**src/hw/rtl/wsd_pkg.sv**
```systemverilog
// wsd_pkg: types and constants shared by the websocket deframer files
// no dependencies

package wsd_pkg;

    // parser phases
    typedef enum logic [2:0] {
        PH_HDR0 = 3'd0,
        PH_HDR1 = 3'd1,
        PH_EXT  = 3'd2,
        PH_MASK = 3'd3,
        PH_DATA = 3'd4,
        PH_DROP = 3'd5
    } t_phase;

    // result kinds
    typedef enum logic [1:0] {
        KIND_PAYLOAD = 2'd0,
        KIND_EMPTY   = 2'd1,
        KIND_ERROR   = 2'd2
    } t_kind;

    // classified beat passed from parser to output stage
    typedef struct packed {
        t_kind      kind;
        logic [3:0] opcode;
        logic [7:0] raw;
        logic [7:0] key;
        logic       last;
    } t_tok;

    localparam logic [31:0] MAX_LEN_RESET = 32'd67108864;
    localparam logic [6:0]  LEN_CODE_16   = 7'd126;
    localparam logic [6:0]  LEN_CODE_64   = 7'd127;
    localparam logic [2:0]  EXT16_BYTES   = 3'd1;
    localparam logic [2:0]  EXT64_BYTES   = 3'd7;
    localparam logic [2:0]  MASK_BYTES    = 3'd3;

    localparam int QDEPTH = 4;
    localparam int QAW    = $clog2(QDEPTH);
    localparam int QCW    = $clog2(QDEPTH + 1);

endpackage

```
**src/hw/rtl/wsd_if.sv**
```systemverilog
// wsd_if: stream and configuration channel interfaces of the deframer
// depends on nothing; instantiated by the parent of websocket_frame_deframer

interface wsd_in_if;
    logic       valid;
    logic       ready;
    logic [7:0] rx_byte;
    modport source (output valid, output rx_byte, input ready);
    modport sink   (input valid, input rx_byte, output ready);
endinterface

interface wsd_out_if;
    logic       valid;
    logic       ready;
    logic [1:0] kind;
    logic [3:0] frame_opcode;
    logic [7:0] data_byte;
    logic       last;
    modport source (output valid, output kind, output frame_opcode, output data_byte,
                    output last, input ready);
    modport sink   (input valid, input kind, input frame_opcode, input data_byte,
                    input last, output ready);
endinterface

interface wsd_cfg_if;
    logic        valid;
    logic        ready;
    logic [31:0] max_payload_length;
    modport source (output valid, output max_payload_length, input ready);
    modport sink   (input valid, input max_payload_length, output ready);
endinterface

```
**src/hw/rtl/wsd_front.sv**
```systemverilog
// wsd_front: header parser, classifies each received byte and pushes result beats
// depends on wsd_pkg and wsd_if

module wsd_front
    import wsd_pkg::*;
(
    input  logic        i_clk,
    input  logic        i_rst_n,
    wsd_in_if.sink      i_in,
    wsd_cfg_if.sink     i_cfg,
    input  logic        i_q_full,
    output logic        o_push,
    output t_tok        o_tok
);

    t_phase      r_phase, n_phase;
    logic [3:0]  r_opc, n_opc;
    logic        r_mask, n_mask;
    logic [2:0]  r_cnt, n_cnt;
    logic [63:0] r_len, n_len;
    logic [63:0] r_rem, n_rem;
    logic [31:0] r_key, n_key;
    logic [1:0]  r_mpos, n_mpos;
    logic [31:0] r_max;

    logic        accept;
    logic [7:0]  b;
    logic        hd;
    logic [63:0] cand_len;
    logic        over;
    logic [4:0]  key_sh;

    assign i_cfg.ready = 1'b1;
    assign i_in.ready  = !i_q_full;
    assign accept      = i_in.valid && !i_q_full;
    assign b           = i_in.rx_byte;

    // limit register
    always_ff @(posedge i_clk) begin
        if (!i_rst_n) begin
            r_max <= MAX_LEN_RESET;
        end else if (i_cfg.valid) begin
            r_max <= i_cfg.max_payload_length;
        end
    end

    // length check at end of header
    assign over   = (|cand_len[63:32]) || (cand_len[31:0] > r_max);
    assign key_sh = 5'd24 - {r_mpos, 3'd0};

    // next state and beat classification
    always_comb begin
        n_phase  = r_phase;
        n_opc    = r_opc;
        n_mask   = r_mask;
        n_cnt    = r_cnt;
        n_len    = r_len;
        n_rem    = r_rem;
        n_key    = r_key;
        n_mpos   = r_mpos;
        hd       = 1'b0;
        cand_len = r_len;
        o_push   = 1'b0;
        o_tok    = '{kind: KIND_PAYLOAD, opcode: r_opc, raw: 8'd0, key: 8'd0, last: 1'b0};
        if (accept) begin
            unique case (r_phase)
                PH_HDR1: begin
                    n_mask = b[7];
                    n_key  = '0;
                    n_len  = '0;
                    if (b[6:0] == LEN_CODE_16) begin
                        n_cnt   = EXT16_BYTES;
                        n_phase = PH_EXT;
                    end else if (b[6:0] == LEN_CODE_64) begin
                        n_cnt   = EXT64_BYTES;
                        n_phase = PH_EXT;
                    end else begin
                        n_len    = {57'd0, b[6:0]};
                        cand_len = n_len;
                        if (b[7]) begin
                            n_cnt   = MASK_BYTES;
                            n_phase = PH_MASK;
                        end else begin
                            hd = 1'b1;
                        end
                    end
                end
                PH_EXT: begin
                    n_len    = {r_len[55:0], b};
                    cand_len = n_len;
                    if (r_cnt == 3'd0) begin
                        if (r_mask) begin
                            n_cnt   = MASK_BYTES;
                            n_phase = PH_MASK;
                        end else begin
                            hd = 1'b1;
                        end
                    end else begin
                        n_cnt = r_cnt - 3'd1;
                    end
                end
                PH_MASK: begin
                    n_key = {r_key[23:0], b};
                    if (r_cnt == 3'd0) begin
                        hd = 1'b1;
                    end else begin
                        n_cnt = r_cnt - 3'd1;
                    end
                end
                PH_DATA: begin
                    n_mpos    = r_mpos + 2'd1;
                    n_rem     = r_rem - 64'd1;
                    o_push    = 1'b1;
                    o_tok.raw = b;
                    o_tok.key = r_key[key_sh +: 8];
                    if (r_rem == 64'd1) begin
                        o_tok.last = 1'b1;
                        n_phase    = PH_HDR0;
                    end
                end
                PH_DROP: begin
                end
                default: begin
                    n_opc   = b[3:0];
                    n_phase = PH_HDR1;
                end
            endcase
            // header finished
            if (hd) begin
                if (over) begin
                    n_phase    = PH_DROP;
                    o_push     = 1'b1;
                    o_tok.kind = KIND_ERROR;
                end else if (cand_len == 64'd0) begin
                    n_phase    = PH_HDR0;
                    o_push     = 1'b1;
                    o_tok.kind = KIND_EMPTY;
                    o_tok.last = 1'b1;
                end else begin
                    n_rem   = cand_len;
                    n_mpos  = 2'd0;
                    n_phase = PH_DATA;
                end
            end
        end
    end

    // state registers
    always_ff @(posedge i_clk) begin
        if (!i_rst_n) begin
            r_phase <= PH_HDR0;
            r_opc   <= '0;
            r_mask  <= 1'b0;
            r_cnt   <= '0;
            r_len   <= '0;
            r_rem   <= '0;
            r_key   <= '0;
            r_mpos  <= '0;
        end else begin
            r_phase <= n_phase;
            r_opc   <= n_opc;
            r_mask  <= n_mask;
            r_cnt   <= n_cnt;
            r_len   <= n_len;
            r_rem   <= n_rem;
            r_key   <= n_key;
            r_mpos  <= n_mpos;
        end
    end

    // an error beat locks the parser
    a_err_locks: assert property (@(posedge i_clk) disable iff (!i_rst_n)
        (o_push && o_tok.kind == KIND_ERROR) |=> (r_phase == PH_DROP))
        else $error("error beat did not lock parser");

    // nothing leaves a locked parser
    a_drop_silent: assert property (@(posedge i_clk) disable iff (!i_rst_n)
        (r_phase == PH_DROP) |-> !o_push)
        else $error("beat pushed while dropping");

    // a payload phase always has bytes left
    a_rem_nonzero: assert property (@(posedge i_clk) disable iff (!i_rst_n)
        (r_phase == PH_DATA) |-> (r_rem != 64'd0))
        else $error("payload phase with zero remaining");

endmodule

```
**src/hw/rtl/wsd_queue.sv**
```systemverilog
// wsd_queue: short beat queue between parser and output stage
// depends on wsd_pkg

module wsd_queue
    import wsd_pkg::*;
(
    input  logic  i_clk,
    input  logic  i_rst_n,
    input  logic  i_push,
    input  t_tok  i_tok,
    output logic  o_full,
    output logic  o_valid,
    input  logic  i_pop,
    output t_tok  o_tok
);

    t_tok           r_mem [QDEPTH];
    logic [QAW-1:0] r_wr, r_rd;
    logic [QCW-1:0] r_count;

    assign o_full  = (r_count == QCW'(QDEPTH));
    assign o_valid = (r_count != '0);
    assign o_tok   = r_mem[r_rd];

    // storage
    always_ff @(posedge i_clk) begin
        if (i_push) begin
            r_mem[r_wr] <= i_tok;
        end
    end

    // pointers and fill count
    always_ff @(posedge i_clk) begin
        if (!i_rst_n) begin
            r_wr    <= '0;
            r_rd    <= '0;
            r_count <= '0;
        end else begin
            if (i_push) begin
                r_wr <= r_wr + QAW'(1);
            end
            if (i_pop) begin
                r_rd <= r_rd + QAW'(1);
            end
            r_count <= r_count + QCW'(i_push) - QCW'(i_pop);
        end
    end

    // no overflow or underflow
    a_no_overflow: assert property (@(posedge i_clk) disable iff (!i_rst_n)
        !(i_push && o_full) && !(i_pop && !o_valid))
        else $error("queue overflow or underflow");

endmodule

```
**src/hw/rtl/wsd_back.sv**
```systemverilog
// wsd_back: unmasks queued beats into the output register
// depends on wsd_pkg and wsd_if

module wsd_back
    import wsd_pkg::*;
(
    input  logic      i_clk,
    input  logic      i_rst_n,
    input  logic      i_q_valid,
    input  t_tok      i_q_tok,
    output logic      o_pop,
    wsd_out_if.source o_out
);

    logic       r_valid;
    t_kind      r_kind;
    logic [3:0] r_opc;
    logic [7:0] r_data;
    logic       r_last;

    assign o_pop = i_q_valid && (!r_valid || o_out.ready);

    // output valid
    always_ff @(posedge i_clk) begin
        if (!i_rst_n) begin
            r_valid <= 1'b0;
        end else if (!r_valid || o_out.ready) begin
            r_valid <= i_q_valid;
        end
    end

    // output payload, xor with mask byte
    always_ff @(posedge i_clk) begin
        if (o_pop) begin
            r_kind <= i_q_tok.kind;
            r_opc  <= i_q_tok.opcode;
            r_data <= i_q_tok.raw ^ i_q_tok.key;
            r_last <= i_q_tok.last;
        end
    end

    assign o_out.valid        = r_valid;
    assign o_out.kind         = r_kind;
    assign o_out.frame_opcode = r_opc;
    assign o_out.data_byte    = r_data;
    assign o_out.last         = r_last;

    // non-payload beats carry zero data
    a_zero_data: assert property (@(posedge i_clk) disable iff (!i_rst_n)
        (r_valid && r_kind != KIND_PAYLOAD) |-> (r_data == 8'd0))
        else $error("non-payload beat with data");

endmodule

```
**src/hw/rtl/websocket_frame_deframer.sv**
```systemverilog
// websocket_frame_deframer: top level, parser -> beat queue -> output stage
// depends on wsd_pkg, wsd_if, wsd_front, wsd_queue, wsd_back
//
//  channel  dir  signals                                           beat
//  i_in     in   valid ready rx_byte[7:0]                          one received byte
//  o_out    out  valid ready kind[1:0] frame_opcode[3:0]
//                data_byte[7:0] last                               one result
//  i_cfg    in   valid ready max_payload_length[31:0]              limit write
//
// one byte accepted per cycle while the queue is not full; a result passes from the
// combinational parser into a queue entry, then into the output register
// i_in.ready drops only when the four-entry queue is full under output stall
// i_cfg.ready is always high; synchronous active-low reset, no clearing pass
// after a length error all input bytes are taken and dropped until reset

module websocket_frame_deframer
    import wsd_pkg::*;
(
    input  logic      i_clk,
    input  logic      i_rst_n,
    wsd_in_if.sink    i_in,
    wsd_cfg_if.sink   i_cfg,
    wsd_out_if.source o_out
);

    logic q_full, q_push, q_valid, q_pop;
    t_tok push_tok, head_tok;

    wsd_front u_front (
        .i_clk   (i_clk),
        .i_rst_n (i_rst_n),
        .i_in    (i_in),
        .i_cfg   (i_cfg),
        .i_q_full(q_full),
        .o_push  (q_push),
        .o_tok   (push_tok)
    );

    wsd_queue u_queue (
        .i_clk   (i_clk),
        .i_rst_n (i_rst_n),
        .i_push  (q_push),
        .i_tok   (push_tok),
        .o_full  (q_full),
        .o_valid (q_valid),
        .i_pop   (q_pop),
        .o_tok   (head_tok)
    );

    wsd_back u_back (
        .i_clk    (i_clk),
        .i_rst_n  (i_rst_n),
        .i_q_valid(q_valid),
        .i_q_tok  (head_tok),
        .o_pop    (q_pop),
        .o_out    (o_out)
    );

endmodule

```
**src/flat_wrapper.sv**
```systemverilog
// flat-port wrapper written by rule: the top's interface ports become plain ports
module websocket_frame_deframer_flat import wsd_pkg::*;
  (i_clk, i_rst_n, i_in_valid, i_in_rx_byte, i_in_ready, i_cfg_valid, i_cfg_max_payload_length, i_cfg_ready, o_out_valid, o_out_kind, o_out_frame_opcode, o_out_data_byte, o_out_last, o_out_ready);
  wsd_in_if i_in_i ();
  wsd_cfg_if i_cfg_i ();
  wsd_out_if o_out_i ();
  input  logic i_clk;
  input  logic i_rst_n;
  input wire logic [$bits(i_in_i.valid)-1:0] i_in_valid;
  input wire logic [$bits(i_in_i.rx_byte)-1:0] i_in_rx_byte;
  output wire logic [$bits(i_in_i.ready)-1:0] i_in_ready;
  input wire logic [$bits(i_cfg_i.valid)-1:0] i_cfg_valid;
  input wire logic [$bits(i_cfg_i.max_payload_length)-1:0] i_cfg_max_payload_length;
  output wire logic [$bits(i_cfg_i.ready)-1:0] i_cfg_ready;
  output wire logic [$bits(o_out_i.valid)-1:0] o_out_valid;
  output wire logic [$bits(o_out_i.kind)-1:0] o_out_kind;
  output wire logic [$bits(o_out_i.frame_opcode)-1:0] o_out_frame_opcode;
  output wire logic [$bits(o_out_i.data_byte)-1:0] o_out_data_byte;
  output wire logic [$bits(o_out_i.last)-1:0] o_out_last;
  input wire logic [$bits(o_out_i.ready)-1:0] o_out_ready;
  assign i_in_i.valid = i_in_valid;
  assign i_in_i.rx_byte = i_in_rx_byte;
  assign i_in_ready = i_in_i.ready;
  assign i_cfg_i.valid = i_cfg_valid;
  assign i_cfg_i.max_payload_length = i_cfg_max_payload_length;
  assign i_cfg_ready = i_cfg_i.ready;
  assign o_out_valid = o_out_i.valid;
  assign o_out_kind = o_out_i.kind;
  assign o_out_frame_opcode = o_out_i.frame_opcode;
  assign o_out_data_byte = o_out_i.data_byte;
  assign o_out_last = o_out_i.last;
  assign o_out_i.ready = o_out_ready;
  websocket_frame_deframer u_core (.i_clk(i_clk), .i_rst_n(i_rst_n), .i_in(i_in_i), .i_cfg(i_cfg_i), .o_out(o_out_i));
endmodule
```
**config.mk**
```make
export PLATFORM = sky130hd
export DESIGN_NAME = websocket_frame_deframer_flat
export DESIGN_NICKNAME = d
export VERILOG_FILES = /design/src/hw/rtl/wsd_pkg.sv /design/src/hw/rtl/wsd_if.sv /design/src/hw/rtl/wsd_front.sv /design/src/hw/rtl/wsd_queue.sv /design/src/hw/rtl/wsd_back.sv /design/src/hw/rtl/websocket_frame_deframer.sv /design/src/flat_wrapper.sv
export SDC_FILE = /design/constraint.sdc
export NUM_CORES = 1
export LEC_CHECK = 0
export ABC_AREA = 1
export BUFFER_PORTS_ARGS = -buffer_cell sky130_fd_sc_hd__buf_2
export CAP_MARGIN = 20
export CELL_PAD_IN_SITES_DETAIL_PLACEMENT = 0
export CELL_PAD_IN_SITES_GLOBAL_PLACEMENT = 1
export CORE_MARGIN = 2
export CORE_UTILIZATION = 50
export CTS_BUF_LIST = sky130_fd_sc_hd__clkbuf_4 sky130_fd_sc_hd__clkbuf_8 sky130_fd_sc_hd__clkbuf_16
export DETAILED_ROUTE_END_ITERATION = 8
export GPL_ROUTABILITY_DRIVEN = 0
export PLACE_DENSITY_LB_ADDON = 0.1
export SYNTH_ARGS = -nofsm -noshare
export SYNTH_HDL_FRONTEND = slang
export SYNTH_HIERARCHICAL = 1
export SYNTH_SLANG_ARGS = --single-unit
```
**constraint.sdc**
```tcl
create_clock -name i_clk -period 14.53 [get_ports i_clk]
set_clock_uncertainty 0.15 [all_clocks]
set_input_delay 3.6325 -clock i_clk [delete_from_list [all_inputs] [get_ports i_clk]]
set_output_delay 3.6325 -clock i_clk [all_outputs]
set_load 0.03 [all_outputs]
```
After elaboration in Yosys (flattened, before gate mapping)
Memory sizes are Yosys's and may differ from the RTL's. A register that Yosys moved wholly into a read port is not among the register bits.
Cells that the tools add are included.
Widths: inputs -> output; s select.
- $add $sub $neg: 8
- multiply operators: 0
- divide/modulo/power cells: 0
- $lt $le $gt $ge: 1
- eq/ne operators: 17
- shift operators: 1
- muxes and demuxes: 59
- bitwise gates (word level): 2
- reductions and logical operators: 21
- operator list (kind ; number):
    $mux 64 ; 8
    $pmux 64 s2 ; 2
    $eq 64x1->1 const B ; 1
    $logic_not 64->1 ; 1
    $pmux 32 s2 ; 1
    $sub 64x1->64 const B ; 1
    $mux 3 ; 13
    $mux 17 ; 2
    $gt 32x32->1 ; 1
    $reduce_or 32->1 ; 1
    $shiftx 32x6->8 ; 1
    $mux 1 ; 19
    $mux 2 ; 9
    $eq 7x7->1 const B ; 2
    $mux 7 ; 2
    $ne 3x3->1 const B ; 4
    $pmux 3 s4 ; 1
    $eq 3x3->1 const B ; 3
    $pmux 3 s3 ; 1
    $reduce_and 2->1 ; 4
    $xor 8x8->8 ; 1
    $add 2x1->2 const B ; 3
    $eq 3x2->1 const B ; 2
    $reduce_and 6->1 ; 1
    other kinds (20) ; 25
- bits in registers: 228
- bits in latches: 0
- RAM bits: 92
- memory bits (read-only): 0
- output and inout port bits: 18
- memories kept: 1
- memory list (memory ; depth ; width ; read ports ; clocked after memory_dff ; write ports ; line ; text):
    u_core.u_queue.r_mem ; 4 ; 23 ; 1 ; 1 ; 1 ; wsd_queue.sv:17 ; t_tok r_mem [QDEPTH];

Logic depth before layout (Yosys ltp)
Gate-level depths: netlist of the first run.
- word-level depth: 13
- gate-level depth with buffers: 34

Modules after synthesis
Netlist of the first run, hierarchy kept.
- by module, submodules not included (module ; times used ; cells an instance ; area an instance (um^2) ; seq. area each (um^2)):
    wsd_front ; 1 ; 2257 ; 13520.5 ; 4103.9
    wsd_queue ; 1 ; 324 ; 4177.8 ; 2942.8
    wsd_back ; 1 ; 30 ; 571.8 ; 470.5

Worst setup path after synthesis of the first run
OpenSTA, ideal clock, no wires.
- kind: input-to-reg
- from: input port i_in_valid
- to: register u_core.u_queue.r_count[2]
- library setup time: 0.115 ns
- arrival time: 7.355 ns
- data required time: 14.265 ns
- setup slack: 6.910 ns
- stages: 29
- path buffers: 3
- cells stage by stage: inv_1 > nor2_1 > nand2_2 > buf_2 > clkinv_1 > clkbuf_1 > nand2_1 > nand2_1 > ha_1 > nand2_1 > nor2_1 > nand2_1 > nor4_1 > nand2_1 > nand2_1 > nand2_1 > nand2_1 > inv_2 > nand3_4 > nor2_8 > buf_6 > a211oi_1 > ha_1 > inv_1 > fa_1 > inv_1 > nand3_1 > nand2_1 > nor2_1
- longest elaborated chain between the ends: 9
- ends and longest elaborated chain (element ; line ; text):
    start: declaration ; flat_wrapper.sv:9 ; input wire logic [$bits(i_in_i.valid)-1:0] i_in_valid;
    $logic_and 1x1->1 * ; wsd_front.sv:35 ; assign accept = i_in.valid && !i_q_full;
    $mux 64 ; wsd_front.sv:65 ; if (accept) begin
    $gt 32x32->1 or $reduce_or 32->1 (tied branches) ; wsd_front.sv:48 ; assign over = (|cand_len[63:32]) || (cand_len[31:0] > r_max);
    $logic_or 1x1->1 ; wsd_front.sv:48 ;
    $mux 1 ; wsd_front.sv:130 ; if (over) begin
    $mux 1 ; wsd_front.sv:129 ; if (hd) begin
    $mux 1 * ; wsd_front.sv:65 ;
    via u_core.q_push ; websocket_frame_deframer.sv:26 ; logic q_full, q_push, q_valid, q_pop;
    $add 3x1->3 * ; wsd_queue.sv:45 ; r_count <= r_count + QCW'(i_push) - QCW'(i_pop);
    $sub 3x1->3 * ; wsd_queue.sv:45 ;
    end signal: assignment ; wsd_queue.sv:45 ;
    end: declaration ; wsd_queue.sv:19 ; logic [QCW-1:0] r_count;
Mark *: on every way through the listed nets, which the timed path passes. The rest lies on a longest branch.
A chain may end at the register's enable or synchronous reset.

Final worst setup path of the first run
- from: input port i_in_rx_byte[6]
- to: memory u_core/u_queue/r_mem[3][18] (netlist name), enable pin
- longest elaborated chain between the ends: 13
- ends and longest elaborated chain (element ; line ; text):
    start: declaration ; flat_wrapper.sv:10 ; input wire logic [$bits(i_in_i.rx_byte)-1:0] i_in_rx_byte;
    $eq 7x7->1 ; wsd_front.sv:74 ; end else if (b[6:0] == LEN_CODE_64) begin
    $mux 64 ; wsd_front.sv:74 ;
    $mux 64 ; wsd_front.sv:71 ; if (b[6:0] == LEN_CODE_16) begin
    $pmux 64 s2 ; wsd_front.sv:66 ; unique case (r_phase)
    $mux 64 (2 in a row) ; wsd_front.sv:65 ;
    $gt 32x32->1 or $reduce_or 32->1 (tied branches) ; wsd_front.sv:48 ;
    $logic_or 1x1->1 ; wsd_front.sv:48 ;
    $mux 1 ; wsd_front.sv:130 ;
    $mux 1 * ; wsd_front.sv:129 ;
    $mux 1 * ; wsd_front.sv:65 ;
    via u_core.q_push ; websocket_frame_deframer.sv:26 ;
    $mux 1 * ; wsd_queue.sv:27 ; if (i_push) begin
    $mux 1 (implied by the code) * ; wsd_queue.sv:28 ; r_mem[r_wr] <= i_tok;
    end: declaration ; wsd_queue.sv:17 ;
Mark *: on every way through the listed nets, which the timed path passes. The rest lies on a longest branch. The select of a mux whose other input is x is not followed.

==> metrics.cfg, run 1 <==
[drt]
drt_first_pass_iters = 6
routed_via_density = 5.29
postRouteAntennaNets = 0
totalWireLength_mm = 50.2
vias = 16400
drt_iter0_markers = 1141
drc = 0
wire_per_inst_um = 16.2

[clock_network]
postCtsSetupBuffers = 0
cts_made_buffers = 37
root_buffer = clkbuf_16
clock_latency_ns = 0.56
postCtsHoldBufs = 0
h-tree-depth = 2
cts_tree = built
clockBufferDepth = 3
postCtsResizedCells = 0
cts.sinks = 322
path_clk_slew_ns = 0.06

[floorplan]
die_h_um = 195
core_area_um2 = 36300
dieWidth_um = 195
io_pins = 63
rows = 70
start_util = 0.504
die_area_um2 = 38100

[timing]
hold_violations = 0
rsz0062_at_grt = false
tightest_slew_ns = 1.02
setup_violations = 0
drv_slew = 0
fin_tns_setup_ns = 0
fin_crit_sh = 0.602
relSlewSlack = 0.321
fmax_ghz = 0.114
fin_crit_ns = 8.75

[worst_setup_path]
path_max_fanout = 63
setup.worst_path.end_class = register
crit_top_cell = nand2_1
worstReg2RegStart = u_core/u_front/r_phase[1]
rrSetupSlack_ns = 7.73
slowest_stage = inv_1
start_kind = input pin
crit_path_max_incr_delay_ns = 0.78
rr_endpoint = u_core/u_queue/r_mem[3][18]
cp.required_ns = 14.55
path_class = input pin to register
r2r_cells = 24
crit_arrival_ns = 8.77
setup.worst_path.start = i_in_rx_byte[6]

[final_layout]
n_antenna_cell = 0
fillers = 3612
layout_common_cells = nand2_1, nor2_1, inv_1
drive_gt1_frac = 0.0818
fin_nets = 2690
layout_commonest_cell = nand2_1
area_delta_synth_final_pct = 8.99

[synthesis]
ys_types = 49
synth_seq_cells = 322
syn-cell-area_um2 = 18300
syn_nets = 2699
yosys_warnings = 6
ys_seq_area_frac = 0.411
syn_area_per_cell_um2 = 7.00
synth_cells = 2611

[power]
p_leak_nw = 8.70
power_density_nw_per_um2 = 163
total_power_mw = 3.25
max-vdd-ir-drop_mv = 0.0950

[global_route]
antenna_found_initial = 0
grt_usage = 0.266
first_global_vias = 15700
grt_max_degree = 96
grt_first_pass_wirelength_mm = 81.5
grt-ovfl-total = 0

[place]
hpwl_mm = 34.1
portBuffers = 61

[min_path]
min_from = u_core/u_front/r_key[8]
whs_path_depth = 2
hold_class = register to register
whs_endpoint = u_core/u_front/r_key[16]

[outcome]
outcome = completed

[flow_run]
max_cap_viol_count = 0

[power by group]
| part | total (mW) | switching (mW) | internal, mW |
|---|---|---|---|
| Clock | 0.953 | 0.389 | 0.564 |
| Sequential | 1.21 | 0.124 | 1.08 |
| Combinational | 1.09 | 0.776 | 0.316 |
| Total | 3.25 | 1.29 | 1.96 |
[logic make-up after synthesis]
| logic type | after synthesis | share of synthesized area |
|---|---|---|
| flops | 322 | 0.411 |
| buf+inv | 462 | 0.106 |
| fa+ha+maj | 43 | 0.0299 |
| other cells | 1 | 0.000205 |
| simple gates | 1235 | 0.277 |
| compound gates | 482 | 0.144 |
| xor+xnor | 66 | 0.0316 |
[final cells by class]
type	instances	area (µm²)	share of cell area
Clock inverter	17	196	0.00987
Clock buffer	49	1040	0.0523
Timing Repair Buffer	80	480	0.0241
Tap cell	468	586	0.0294
Inverter	334	1260	0.0632
Sequential cell	322	7520	0.378
Multi-Input combinational cell	1827	8830	0.443
[routing by layer]
metal,share of wire,track usage
met3,0.050,0.0392
met1,0.45,0.343
met4,0.027,0.0916
met2,0.47,0.457
met5,0,0
[worst max-delay path, delay by kind of cell]
kind	cells	cell delay, ns
compound gates	3	1.09
fa+ha+maj	1	0.30
buf+inv	5	1.59
simple gates	20	2.09
[cell usage after synthesis, drive strengths merged]
library cell	number	share of area
fa	1	0.0011
clkinv	6	0.0012
ha	42	0.029
inv	328	0.068
o21ai	166	0.045
nor3	20	0.0058
nor4	7	0.0024
nor2	417	0.088
clkbuf	62	0.013
dfxtp	215	0.24
nand3b	3	0.0012
nand2	625	0.13
or3b	1	0.00048
nor4b	1	0.00048
xor2	49	0.023
o211ai	24	0.010
a211oi	9	0.0037
and3	2	0.00068
edfxtp	107	0.18
a31oi	7	0.0024
buf	66	0.025
conb	1	0.00021
o21bai	5	0.0021
a32oi	1	0.00048
nand3	129	0.037
and2	1	0.00034
nand4	21	0.0075
xnor2	17	0.0081
a221oi	5	0.0024
or2	8	0.0027
a21oi	265	0.077
[how the worst max path moves through the flow]
stage | endpoint
floorplan | u_core/u_queue/r_count[2]
global placement | u_core/u_queue/r_mem[2][20]
detailed placement | u_core/u_queue/r_mem[2][0]
CTS | u_core/u_queue/r_mem[2][19]
global route | u_core/u_queue/r_mem[0][0]
finish | u_core/u_queue/r_mem[3][18]
[metrics by stage]
step | area, µm² | hold slack [ns] | setup slack (ns) | utilization | cells
floorplan | 18300 | 0.286 | 6.91 | - | 2611
global placement | 18600 | 0.295 | 5.29 | 0.514 | 3029
detailed placement | 18600 | 0.307 | 5.15 | 0.514 | 3029
CTS | 19900 | 0.316 | 5.72 | 0.548 | 3095
global route | 19900 | 0.338 | 5.25 | 0.549 | 3097
finish | 19900 | 0.319 | 5.78 | 0.549 | 3097
[flip-flops by register name, indices dropped and copies added, names as in the netlist, 2 cells and up, named ones only]
signal and flops:
u_core/u_back/o_out.data_byte 8, u_core/u_back/o_out.frame_opcode 4, u_core/u_back/o_out.kind 2, u_core/u_front/r_cnt 3
u_core/u_front/r_key 32, u_core/u_front/r_len 64, u_core/u_front/r_max 32, u_core/u_front/r_mpos 2
u_core/u_front/r_opc 4, u_core/u_front/r_phase 3, u_core/u_front/r_rem 64, u_core/u_queue/r_count 3
u_core/u_queue/r_mem 92, u_core/u_queue/r_rd 2, u_core/u_queue/r_wr 2
(Power assumes the default switching activity.)
==> run 2: changes to the inputs <==
--- a/config.mk
+++ b/config.mk
@@ -5,13 +5,13 @@
 export SDC_FILE = /design/constraint.sdc
 export NUM_CORES = 1
 export LEC_CHECK = 0
-export ABC_AREA = 1
+export ABC_AREA = 0
 export BUFFER_PORTS_ARGS = -buffer_cell sky130_fd_sc_hd__buf_2
 export CAP_MARGIN = 20
 export CELL_PAD_IN_SITES_DETAIL_PLACEMENT = 0
 export CELL_PAD_IN_SITES_GLOBAL_PLACEMENT = 1
 export CORE_MARGIN = 2
-export CORE_UTILIZATION = 50
+export CORE_UTILIZATION = 44
 export CTS_BUF_LIST = sky130_fd_sc_hd__clkbuf_4 sky130_fd_sc_hd__clkbuf_8 sky130_fd_sc_hd__clkbuf_16
 export DETAILED_ROUTE_END_ITERATION = 8
 export GPL_ROUTABILITY_DRIVEN = 0
==> constraint.sdc (replaced) <==
create_clock -name i_clk -period 7.7 [get_ports i_clk]
set_clock_uncertainty 0.15 [all_clocks]
set_input_delay 1.925 -clock i_clk [delete_from_list [all_inputs] [get_ports i_clk]]
set_output_delay 1.925 -clock i_clk [all_outputs]
set_load 0.03 [all_outputs]
==> run 2 against run 1 <==
Compared with the run above: sequential power rose by 82%; critical path type unchanged; total power rose by 92%; clock power rose by 92%; synthesized cell count fell by 37%; highest routed layer unchanged.
==> metrics.cfg, run 2 <==
[timing]
fin_crit_sh = 0.873
drv_slew = 0  ; unchanged
tightest_slew_ns = 1.04  ; +0.0248 ns
hold_violations = 0  ; unchanged
fin_tns_setup_ns = 0  ; unchanged
setup_violations = 0  ; unchanged
fmax_ghz = 0.149
rsz0062_at_grt = false
fin_crit_ns = 6.73
whs_ns = 0.300  ; -0.0193 ns
relSlewSlack = 0.306  ; -0.0158

[power]
switching_share = 0.372  ; -0.0248
p_comb_frac = 0.355  ; +0.019
p_clk_frac = 0.293  ; about the same
power_density_nw_per_um2 = 352  ; +120%
p_leak_nw = 6.31  ; -27%
max-vdd-ir-drop_mv = 0.280  ; +190%
p_switching_mw = 2.32  ; +80%
intPower_mw = 3.92  ; +100%
seqPwrFrac = 0.352  ; -0.019
total_power_mw = 6.24  ; +92%

[global_route]
first_global_vias = 12300  ; -22%
grt-ovfl-total = 0  ; unchanged
grt_first_pass_wirelength_mm = 69.4  ; -15%
grt_usage = 0.228  ; -0.0381
antenna_found_initial = 0  ; unchanged
grt_max_degree = 95  ; -1.0%

[floorplan]
dieWidth_um = 194  ; -0.74%
io_pins = 63  ; unchanged
die_h_um = 194  ; -0.74%
rows = 69  ; -1.4%
core_area_um2 = 35500  ; -2.1%
die_area_um2 = 37500  ; -1.5%
start_util = 0.446  ; -0.0576

[worst_setup_path]
setup.worst_path.end_class = register
rrSetupSlack_ns = 1.97  ; -5.76 ns
cp.required_ns = 7.97  ; -6.58 ns
path_max_fanout = 21  ; -67%
start_kind = input pin
path_class = input pin to register
crit_arrival_ns = 7.00  ; -1.77 ns

[clock_network]
cts_tree = built
postCtsSetupBuffers = 0  ; unchanged
cts.sinks = 322  ; unchanged
postCtsHoldBufs = 0  ; unchanged
cts_made_buffers = 37  ; unchanged
clock_latency_ns = 0.55  ; about the same
path_clk_slew_ns = 0.06  ; about the same
h-tree-depth = 2  ; unchanged
clockBufferDepth = 3  ; unchanged
postCtsResizedCells = 0  ; unchanged
root_buffer = clkbuf_16

[drt]
vias = 12600  ; -23%
met3_wirelength_mm = 1.88  ; -24%
wire_per_inst_um = 20.5  ; +26%
routed_via_density = 5.94  ; +12%
drc = 0  ; unchanged
drt_first_pass_iters = 8  ; +2
drt_iter0_markers = 838  ; -27%
top_layer = met4
postRouteAntennaNets = 0  ; unchanged
drt-met1-wl_mm = 19.8  ; -13%
route.met2.wl_mm = 20.9  ; -12%
totalWireLength_mm = 43.5  ; -13%

[synthesis]
ys_types = 86  ; +76%
synth_top_area_frac = 0.272  ; +0.0362
syn-cell-area_um2 = 15800  ; -13%
synth_cells = 1640  ; -37%
synth.most_common_cell = dfxtp_1
syn_nets = 1728  ; -36%
syn_area_per_cell_um2 = 9.66  ; +38%
synthArstFlopShare = 0  ; unchanged
yosys-top-cells-area = dfxtp_1, edfxtp_1, mux4_2
yosys_warnings = 6  ; unchanged
synth_ff_type = dfxtp_1
synth_edf_count = 107  ; unchanged
synth_commonest_cells = dfxtp_1, nand2_1, nor2_1
ys_seq_area_frac = 0.475  ; +0.0633
synth_seq_cells = 322  ; unchanged
synth_top_cell_by_area = dfxtp_1

[final_layout]
layout_common_cells = dfxtp_1, nand2_1, nor2_1
largest_registers = u_core/u_queue/r_mem x92, u_core/u_front/r_len x64, u_core/u_front/r_rem x64
largest_reg_flops = 92  ; unchanged
largest_register = u_core/u_queue/r_mem
layout_commonest_cell = dfxtp_1
drive_gt1_frac = 0.128  ; +0.0459
fin_nets = 1729  ; -36%
n_antenna_cell = 0  ; unchanged
area_delta_synth_final_pct = 12.0

[outcome]
outcome = completed

[flow_run]
max_cap_viol_count = 0  ; unchanged

[place]
portBuffers = 61  ; unchanged
hpwl_mm = 28.3  ; -17%

[min_path]
hold_class = register to register

run 2: cell count changes after synthesis, moves of 28 or more:
cell      before  now
nand2_1      617  144
nor2_1       409  134
inv_1        317   53
a21oi_1      244  115
o21ai_0      134   44
a22oi_1        0   43
mux2i_1        0   42
xor2_1        49   13
clkbuf_1      62   94
o21ai_1       32    1
mux4_2         0   28
run 2: power by group through the flow:
stage / Sequential (mW) / Combinational [mW] / Clock (mW)
finish: 2.20 / 2.22 / 1.83
global placement: 2.22 / 2.20 / 0
floorplan: 2.26 / 1.58 / 0
CTS: 2.20 / 2.21 / 1.88
global route: 2.23 / 2.43 / 1.95
detailed placement: 2.23 / 2.21 / 0
run 2: layout make-up:
cell class / instances / area [µm²]
Timing Repair Buffer: 89 / 548
Clock inverter: 16 / 203
Inverter: 53 / 201
Tap cell: 461 / 577
Sequential cell: 322 / 7520
Fill cell: 3297 / 17800
Multi-Input combinational cell: 1138 / 7610
Clock buffer: 50 / 1070
run 2: cell families after synthesis:
kind of cell    after synthesis  share of synthesized area
flops                       322                      0.475
xor+xnor                     25                     0.0147
fa+ha+maj                    43                     0.0344
mux                          73                     0.0713
other cells                   1                   0.000237
simple gates                644                      0.208
compound gates              352                      0.149
buf+inv                     180                     0.0471
run 2: critical path, stage by stage:
cell	delay, ns
buf_2	0.21
nand3_1	0.21
nor2_1	0.61
nand2_1	0.21
nand2_1	0.64
nand2_1	0.10
o21ai_0	0.11
ha_1	0.17
nand4_1	0.18
or4_1	0.61
a21o_1	0.18
a31oi_1	0.28
nor4_2	0.08
buf_4	0.20
a21o_1	0.19
nand2_1	0.20
ha_1	0.19
inv_1	0.05
fa_1	0.39
xnor3_1	0.21
nor2_1	0.04
run 2: routing by layer:
metal,track usage,vias up
li1,-,6124
met5,0,-
met4,0.0639,0
met1,0.307,6156
met3,0.0320,64
met2,0.384,301
run 2: per-stage QoR:
step           cell area (µm²)  utilization  instances  setup WS, ns
6_report                 17700        0.500       2129         0.975
5_1_grt                  17700        0.500       2129         0.587
4_1_cts                  17700        0.499       2128         0.996
3_5_place_dp             16400        0.463       2062         0.443
3_3_place_gp             16400        0.463       2062         0.539
2_1_floorplan            15800            -       1640          1.31
run 2: worst paths after layout:
path / start / endpoint / cells past startpoint
worst min register to register: u_core/u_front/r_key[31] / u_core/u_front/r_key[31] / 2
worst min-delay path: u_core/u_front/r_key[31] / u_core/u_front/r_key[31] / 2
worst max register to register: u_core/u_front/r_phase[1] / u_core/u_queue/r_count[2] / 20
worst max-delay path: i_in_rx_byte[1] / u_core/u_queue/r_count[2] / 21
==> run 3: changes to the inputs <==
--- a/config.mk
+++ b/config.mk
@@ -8,14 +8,11 @@
 export ABC_AREA = 0
 export BUFFER_PORTS_ARGS = -buffer_cell sky130_fd_sc_hd__buf_2
 export CAP_MARGIN = 20
-export CELL_PAD_IN_SITES_DETAIL_PLACEMENT = 0
-export CELL_PAD_IN_SITES_GLOBAL_PLACEMENT = 1
-export CORE_MARGIN = 2
-export CORE_UTILIZATION = 44
+export CORE_UTILIZATION = 56
 export CTS_BUF_LIST = sky130_fd_sc_hd__clkbuf_4 sky130_fd_sc_hd__clkbuf_8 sky130_fd_sc_hd__clkbuf_16
 export DETAILED_ROUTE_END_ITERATION = 8
 export GPL_ROUTABILITY_DRIVEN = 0
-export PLACE_DENSITY_LB_ADDON = 0.1
+export PLACE_DENSITY = 0.76
 export SYNTH_ARGS = -nofsm -noshare
 export SYNTH_HDL_FRONTEND = slang
 export SYNTH_HIERARCHICAL = 1
==> run 3 against run 2 <==
Compared with the run above: final cell count shrank 4.0%; count of clock-buffer cells in the layout is 2 higher; non-clock buffer count is the same; total power is 2.8% lower; critical path depth decreased by 3; highest routed layer unchanged; sequential cell count stayed put.
==> metrics.cfg, run 3 (same netlist as run 2, synthesis figures left out) <==
[outcome]
outcome = completed

[global_route]
grt_first_pass_wirelength_mm = 63.2  ; -8.8%
grt-ovfl-total = 0  ; unchanged
grt_max_degree = 91  ; -4.2%
grt_usage = 0.274  ; +0.0457
antenna_found_initial = 0  ; unchanged
first_global_vias = 12200  ; -0.41%

[final_layout]
area_delta_synth_final_pct = 10.5
largest_reg_flops = 92  ; unchanged
largest_register = u_core/u_queue/r_mem
layout_common_cells = dfxtp_1, nand2_1, nor2_1
n_antenna_cell = 0  ; unchanged
fin_nets = 1727  ; -0.12%
largest_registers = u_core/u_queue/r_mem x92, u_core/u_front/r_len x64, u_core/u_front/r_rem x64
fin_util = 0.630  ; +0.130
layout_commonest_cell = dfxtp_1
drive_gt1_frac = 0.127  ; -0.00105

[timing]
setup_violations = 0  ; unchanged
hold_violations = 0  ; unchanged
rsz0062_at_grt = false
fin_tns_setup_ns = 0  ; unchanged
fin_crit_sh = 0.853  ; -0.0208
tightest_slew_ns = 1.06  ; +0.0221 ns
whs_ns = 0.300  ; +0.000170 ns
relSlewSlack = 0.291  ; -0.0147
fmax_ghz = 0.152  ; +2.4%
fin_crit_ns = 6.56  ; -0.160 ns
drv_slew = 0  ; unchanged

[drt]
drt_first_pass_iters = 6  ; -2
vias = 13000  ; +2.7%
totalWireLength_mm = 39.1  ; -10%
drc = 0  ; unchanged
postRouteAntennaNets = 0  ; unchanged
wire_per_inst_um = 19.1  ; -6.5%
drt_iter0_markers = 1270  ; +52%
routed_via_density = 6.35  ; +7.0%

[worst_setup_path]
setup.worst_path.end_class = register
start_kind = input pin
path_class = input pin to register
path_max_fanout = 34  ; +62%
cp.required_ns = 7.93  ; -0.04 ns
crit_arrival_ns = 6.79  ; -0.21 ns

[floorplan]
start_util = 0.570  ; +0.124
die_area_um2 = 29000  ; -23%
die_h_um = 170  ; -12%
core_area_um2 = 27800  ; -22%
rows = 61  ; -12%
dieWidth_um = 170  ; -12%
io_pins = 63  ; unchanged

[power]
intPower_mw = 3.82  ; -2.7%
p_leak_nw = 6.27  ; -0.77%
power_density_nw_per_um2 = 347  ; -1.5%
seqPwrFrac = 0.364  ; +0.012
p_comb_frac = 0.356  ; about the same
p_clk_frac = 0.281  ; -0.012
switching_share = 0.371  ; -0.000620
max-vdd-ir-drop_mv = 0.193  ; -31%
p_switching_mw = 2.25  ; -3.0%

[clock_network]
path_clk_slew_ns = 0.06  ; about the same
postCtsHoldBufs = 0  ; unchanged
cts.sinks = 322  ; unchanged
clock_latency_ns = 0.53  ; -0.02 ns
h-tree-depth = 2  ; unchanged
postCtsResizedCells = 0  ; unchanged
root_buffer = clkbuf_16
cts_made_buffers = 35  ; -5.4%
postCtsSetupBuffers = 0  ; unchanged
clockBufferDepth = 3  ; unchanged
cts_tree = built

[place]
hpwl_mm = 25.6  ; -9.5%
portBuffers = 61  ; unchanged

[flow_run]
max_cap_viol_count = 0  ; unchanged

[min_path]
hold_class = register to register

## run 3: cell count changes in the layout (fill, tap and decap cells not counted), moves of 2 or more
cell       before  now
buf_4          26   28
bufinv_16       4    2
clkbuf_16      38   35
clkbuf_4        7   10
clkbuf_8        5    7
clkinv_1        6    4
## run 3: path summary, 6_finish.rpt
| check | start | end | slack [ns] | depth (start not counted) |
|---|---|---|---|---|
| hold / removal | u_core/u_front/r_len[59] | u_core/u_front/r_len[59] | 0.30 | 2 |
| hold reg to reg | u_core/u_front/r_len[59] | u_core/u_front/r_len[59] | 0.30 | 2 |
| setup / recovery | i_in_rx_byte[1] | u_core/u_front/r_rem[21] | 1.14 | 18 |
| setup reg to reg | u_core/u_front/r_phase[0] | u_core/u_front/r_rem[21] | 1.50 | 18 |
## run 3: cell type report
type	instances	area, µm²
clock inverter	12	139
timing repair buffer	89	515
tap	378	473
inverter	53	201
multi-input combinational	1138	7610
fill	2272	10300
sequential	322	7520
clock buffer	52	1050
## run 3: power groups by stage
stage	logic, mW	registers, mW	clock network, mW
6_report	2.16	2.21	1.70
5_1_grt	2.35	2.24	1.80
4_1_cts	2.14	2.20	1.73
3_5_place_dp	2.12	2.24	0
3_3_place_gp	2.08	2.22	0
2_1_floorplan	1.58	2.26	0
## run 3: through the flow
step	total power, mW	instances	setup WS, ns	instance area, µm²
final	6.07	2044	1.14	17500
after global routing	6.40	2044	0.858	17500
after CTS	6.07	2044	1.28	17500
after detailed placement	4.36	1980	0.735	16300
after global placement	4.31	1980	0.846	16300
after floorplan	3.84	1640	1.31	15800
## run 3: critical path, stage by stage
cell and delay [ns]:
buf_2 0.21, nand3_1 0.19, nor2_1 0.53, nor3_2 0.21, a211o_1 0.34, o21ai_0 0.15, o21ai_0 0.19, ha_1 0.31
nand4_1 0.13, nor4_1 0.42, nand2_1 0.10, a22o_1 0.26, nor4_2 0.39, buf_4 0.28, o211ai_4 0.35, buf_4 0.36
a2111oi_2 0.34, nor3_1 0.09
## run 3: layer usage
metal	GRT usage	wire length, µm
met5	0	0
met4	0.127	1420
met3	0.0395	2370
met2	0.450	18800
met1	0.357	16500
